## src/rtl/lage_pkg.sv

```systemverilog
// ----------------------------------------------------------------------------
// Life grid engine package
// Shared constants for the life grid engine: field widths, operation codes,
// register indexes and the B3/S23 rule thresholds.
// ----------------------------------------------------------------------------
package lage_pkg;

  // Default grid limits.
  localparam int DEF_MAX_WIDTH  = 64;
  localparam int DEF_MAX_HEIGHT = 64;

  // Field widths of the item and configuration channels.
  localparam int OP_W      = 2;
  localparam int POS_W     = 6;
  localparam int CFG_W     = 7;
  localparam int CFG_IDX_W = 2;

  // Operation codes.
  localparam logic [OP_W-1:0] OP_WRITE   = 2'd0;
  localparam logic [OP_W-1:0] OP_READ    = 2'd1;
  localparam logic [OP_W-1:0] OP_ADVANCE = 2'd2;

  // Configuration register indexes.
  localparam logic [CFG_IDX_W-1:0] REG_GRID_WIDTH  = 2'd0;
  localparam logic [CFG_IDX_W-1:0] REG_GRID_HEIGHT = 2'd1;

  // Size register value after reset.
  localparam logic [CFG_W-1:0] SIZE_RESET = 7'd64;

  // Neighbor count width and rule thresholds.
  localparam int CNT_W = 4;
  localparam logic [CNT_W-1:0] SURVIVE_LOW  = 4'd2;
  localparam logic [CNT_W-1:0] SURVIVE_HIGH = 4'd3;
  localparam logic [CNT_W-1:0] BIRTH_COUNT  = 4'd3;

endpackage

```

## src/rtl/lage_row_step.sv

```systemverilog
// ----------------------------------------------------------------------------
// Life grid row update
// Computes the next generation of one grid row from the old row and its two
// vertical neighbors, one lane per column. Columns outside the grid in use
// count as dead and keep their old value.
// ----------------------------------------------------------------------------
module lage_row_step #(
  parameter int WIDTH = 64
) (
  input  logic [WIDTH-1:0] prev_i,
  input  logic [WIDTH-1:0] cur_i,
  input  logic [WIDTH-1:0] next_i,
  input  logic [WIDTH-1:0] col_en_i,
  output logic [WIDTH-1:0] new_o
);

  logic [WIDTH+1:0] prev_pad;
  logic [WIDTH+1:0] cur_pad;
  logic [WIDTH+1:0] next_pad;

  // Dead border on both sides; unused columns are masked to dead.
  assign prev_pad = {1'b0, prev_i & col_en_i, 1'b0};
  assign cur_pad  = {1'b0, cur_i & col_en_i, 1'b0};
  assign next_pad = {1'b0, next_i & col_en_i, 1'b0};

  for (genvar i = 0; i < WIDTH; i++) begin : g_lane
    logic [lage_pkg::CNT_W-1:0] cnt;
    logic                       alive;

    // Sum of the eight neighbors of this column.
    assign cnt = lage_pkg::CNT_W'(prev_pad[i])   + lage_pkg::CNT_W'(prev_pad[i+1])
               + lage_pkg::CNT_W'(prev_pad[i+2]) + lage_pkg::CNT_W'(cur_pad[i])
               + lage_pkg::CNT_W'(cur_pad[i+2])  + lage_pkg::CNT_W'(next_pad[i])
               + lage_pkg::CNT_W'(next_pad[i+1]) + lage_pkg::CNT_W'(next_pad[i+2]);

    // B3/S23 rule.
    assign alive = cur_i[i] ? (cnt == lage_pkg::SURVIVE_LOW || cnt == lage_pkg::SURVIVE_HIGH)
                            : (cnt == lage_pkg::BIRTH_COUNT);

    assign new_o[i] = col_en_i[i] ? alive : cur_i[i];
  end

endmodule

```

## config.mk

```make
export PLATFORM = sky130hd
export DESIGN_NAME = lage_row_step
export DESIGN_NICKNAME = d
export VERILOG_FILES = /design/src/rtl/lage_pkg.sv /design/src/rtl/lage_row_step.sv
export SDC_FILE = /design/constraint.sdc
export NUM_CORES = 1
export LEC_CHECK = 0
export BUFFER_PORTS_ARGS = -buffer_cell sky130_fd_sc_hd__buf_4
export CAP_MARGIN = 20
export CORE_ASPECT_RATIO = 2
export CORE_MARGIN = 2
export CORE_UTILIZATION = 50
export DETAILED_ROUTE_END_ITERATION = 10
export GPL_ROUTABILITY_DRIVEN = 0
export PLACE_DENSITY = 0.77
export SYNTH_ARGS = -nofsm -noshare
export SYNTH_HDL_FRONTEND = slang
export SYNTH_SLANG_ARGS = --single-unit
export TNS_END_PERCENT = 10
```

## constraint.sdc

```tcl
create_clock -name vclk -period 4.8
set_clock_uncertainty 0.05 [all_clocks]
set_input_delay 0.48 -clock vclk [all_inputs]
set_output_delay 0.48 -clock vclk [all_outputs]
set_load 0.1 [all_outputs]
```

==> impl_results.md <==
* Crit Path Max Fanout at 6
* Synth-to-Final Area Change at 23.0%
* DRC viols at 0
* Netlist Area Pre-Place at 12100 um2
* I/O Buffers at 320
* Synth cell types at 24
* Sequential power share at 0%
* Total grt overflow at 0
* Leading area contributor after synthesis: fa_1
* Ranking of synthesized cells by area: fa_1 32%, ha_1 20%, inv_1 7.9%
* Design area at 14900 um2
* Vias at 11151
* Final hold slack at 1.29 ns
* CTS hold repair buffers at 0
* First-pass GRT wire length at 49.7 mm
* Remaining antenna violation count after routing at 0
* Worst path cell trace: buf_4 -> nand2_2 -> xor2_1 -> ha_1 -> inv_1 -> fa_1 -> inv_1 -> fa_1 -> and3_1 -> fa_1 -> o21ai_0 -> nand3_1 -> a21oi_1 -> buf_4
* Rel. slew slack at 77.7%
* Post-DP Area at 14900 um2
* CP required at 4.27 ns
* Largest net degree at the start of global routing at 8
* Worst-Margin Slew at 0.334 ns
* Pint at 0.00121 W
* DR vias/cell at 5.43
* Initial Util at 50.9%
* Critical-path top delay cell: fa_1
* Pre-CTS WS at 0.494 ns
* Sequential area share after synthesis at 0%
* Diode count at 0
* Top achievable clock speed at 232 MHz
* Status: complete, no violations
* Clock buffers at 0
* Total wire length at 29.1 mm
* Power share of the combinational group at 100.0%
* Crit end category: output port
* Net Count, Synth at 2084
* Slew Limit Fails at 0
* Placed cell count at 2052
* Final Cycle Share at 89.9%
* # Max-Cap Violations at 0
* Cell count after synthesis at 1445
* Leakage at 8.26 nW
* Clk pwr share at 0%
* FF/Latch Area at 0 um2
* Fill cell count at 2209
* Core ar. at 23800 um2
* VDD IR max at 0.237 mV
* Initial drt markers at 292
* Final hold vios at 0
* Critical Path Start Type: input port
* WL/cell at 14.2 um
* Overall Power at 0.00352 W
* Vias in the first global route at 11995
* FP Rows at 80
* Synth top area share at 31.7%
* Share of layout cells above drive strength 1 at 21.8%
* Seq Cell Count at 0
* Hold crit path type: in2out
* Die ar. at 25600 um2
* Non-filler cells, final at 2052
* Power density cells at 236 nW/um2
* Post-DP HPWL at 27.2 mm
* PostCTS Resize Cnt at 0
* Worst EP arrival at 3.79 ns
* Syn Area/Cell at 8.39 um2
* Post-CTS Setup Bufs at 0
* RSZ-0062 raised after global routing: false
* Post-layout net count at 2406
* DRT Pass-1 Iters at 5
* Tmin final at 4.32 ns
* Sw Share at 65.6%
* Setup Crit Path Kind: in2out
* NetSw at 0.00231 W
* Initial antenna violation count at 0
* PnR worst setup slack at 0.483 ns
* GRT Resource Usage Total at 22.9%
* Die X at 114 um
* Slowest cell delay on critical path at 0.50 ns
* Die H at 224 um
* Final setup viols at 0
* IO Pins at 320
* CP dominant cell by count: fa_1
* Yosys warns at 0
-- critical path, delay by kind of cell --
kind	cells	cell delay (ns)
buf+inv	4	0.58
xor+xnor	1	0.18
fa+ha+maj	4	1.63
simple gates	3	0.45
compound gates	2	0.47
-- cell usage after synthesis --
cell,count
a21oi_1,129
a221oi_1,2
a31o_2,2
a31oi_1,1
and2_1,68
and3_1,60
and3_4,1
fa_1,192
ha_1,191
inv_1,254
nand2_1,75
nand2_2,54
nand2_4,1
nand2b_1,4
nand3_1,112
nand3b_1,55
nor2_1,8
nor4b_1,1
o21ai_0,61
o21bai_1,58
or3b_1,1
xnor2_1,56
xnor2_2,1
xor2_1,58
-- power by group through the flow --
stage / combinational (W) / clock, W / sequential (W)
after detailed placement: 0.00353 / 0 / 0
after CTS: 0.00355 / 0 / 0
after global placement: 0.00343 / 0 / 0
after global routing: 0.00389 / 0 / 0
final: 0.00352 / 0 / 0
after floorplan: 0.00268 / 0 / 0
-- area by class of cell --
| type | count | area, um2 | share of cell area (%) |
|---|---|---|---|
| repair buffers | 320 | 2400 | 16.1 |
| well taps | 287 | 359 | 2.41 |
| inverters | 254 | 953 | 6.39 |
| multi-input cells | 1191 | 11200 | 75.1 |
-- cells in the final DEF (no fill, tap or decap), types with 2 or more instances in the layout --
cell      netlist  final
a21oi_2         0      3
inv_1         254    254
nor2_1          8      8
fa_1          192    192
o21ai_0        61     61
nand3_1       112    112
ha_1          191    191
buf_4           0    320
nand2_1        75     75
a21oi_1       129    126
and2_1         68     68
a221oi_2        0      2
nand2_2        54     54
nand3b_1       55     55
xor2_1         58     58
o21bai_1       58     58
xnor2_1        56     56
a31o_2          2      2
nand2b_1        4      4
and3_1         60     60
-- worst paths after layout --
check	slack [ns]	cells past startpoint	end	from
worst max-delay path	0.48	14	new_o[50]	col_en_i[49]
worst min-delay path	1.29	3	new_o[7]	col_en_i[7]
-- cells by family (layout without fill, tap and decap cells) --
family | count (synthesis) | count (layout) | share of synthesized area, %
AOI/OAI and AO/OA | 253 | 253 | 11.8
xor gates and xnor gates | 115 | 115 | 8.37
adders and majority gates | 383 | 383 | 51.4
buffers and inverters | 254 | 574 | 7.87
and+or+nand+nor | 440 | 440 | 20.5
-- per-layer routing --
| metal | GRT usage (%) | vias up | part of all wire, % |
|---|---|---|---|
| li1 | - | 5440 | - |
| met1 | 23.3 | 5399 | 35 |
| met4 | 3.70 | 0 | 1.8 |
| met3 | 2.79 | 40 | 5.2 |
| met2 | 48.2 | 272 | 58 |
| met5 | 0 | - | 0 |
-- per-stage QoR --
stage | setup TNS (ns) | util [%]
floorplan | -3.80 | -
global placement | 0 | 62.6
detailed placement | 0 | 62.6
CTS | 0 | 62.6
global route | 0 | 62.6
finish | 0 | 62.6
Note: power is estimated with default switching activity, not from simulation.
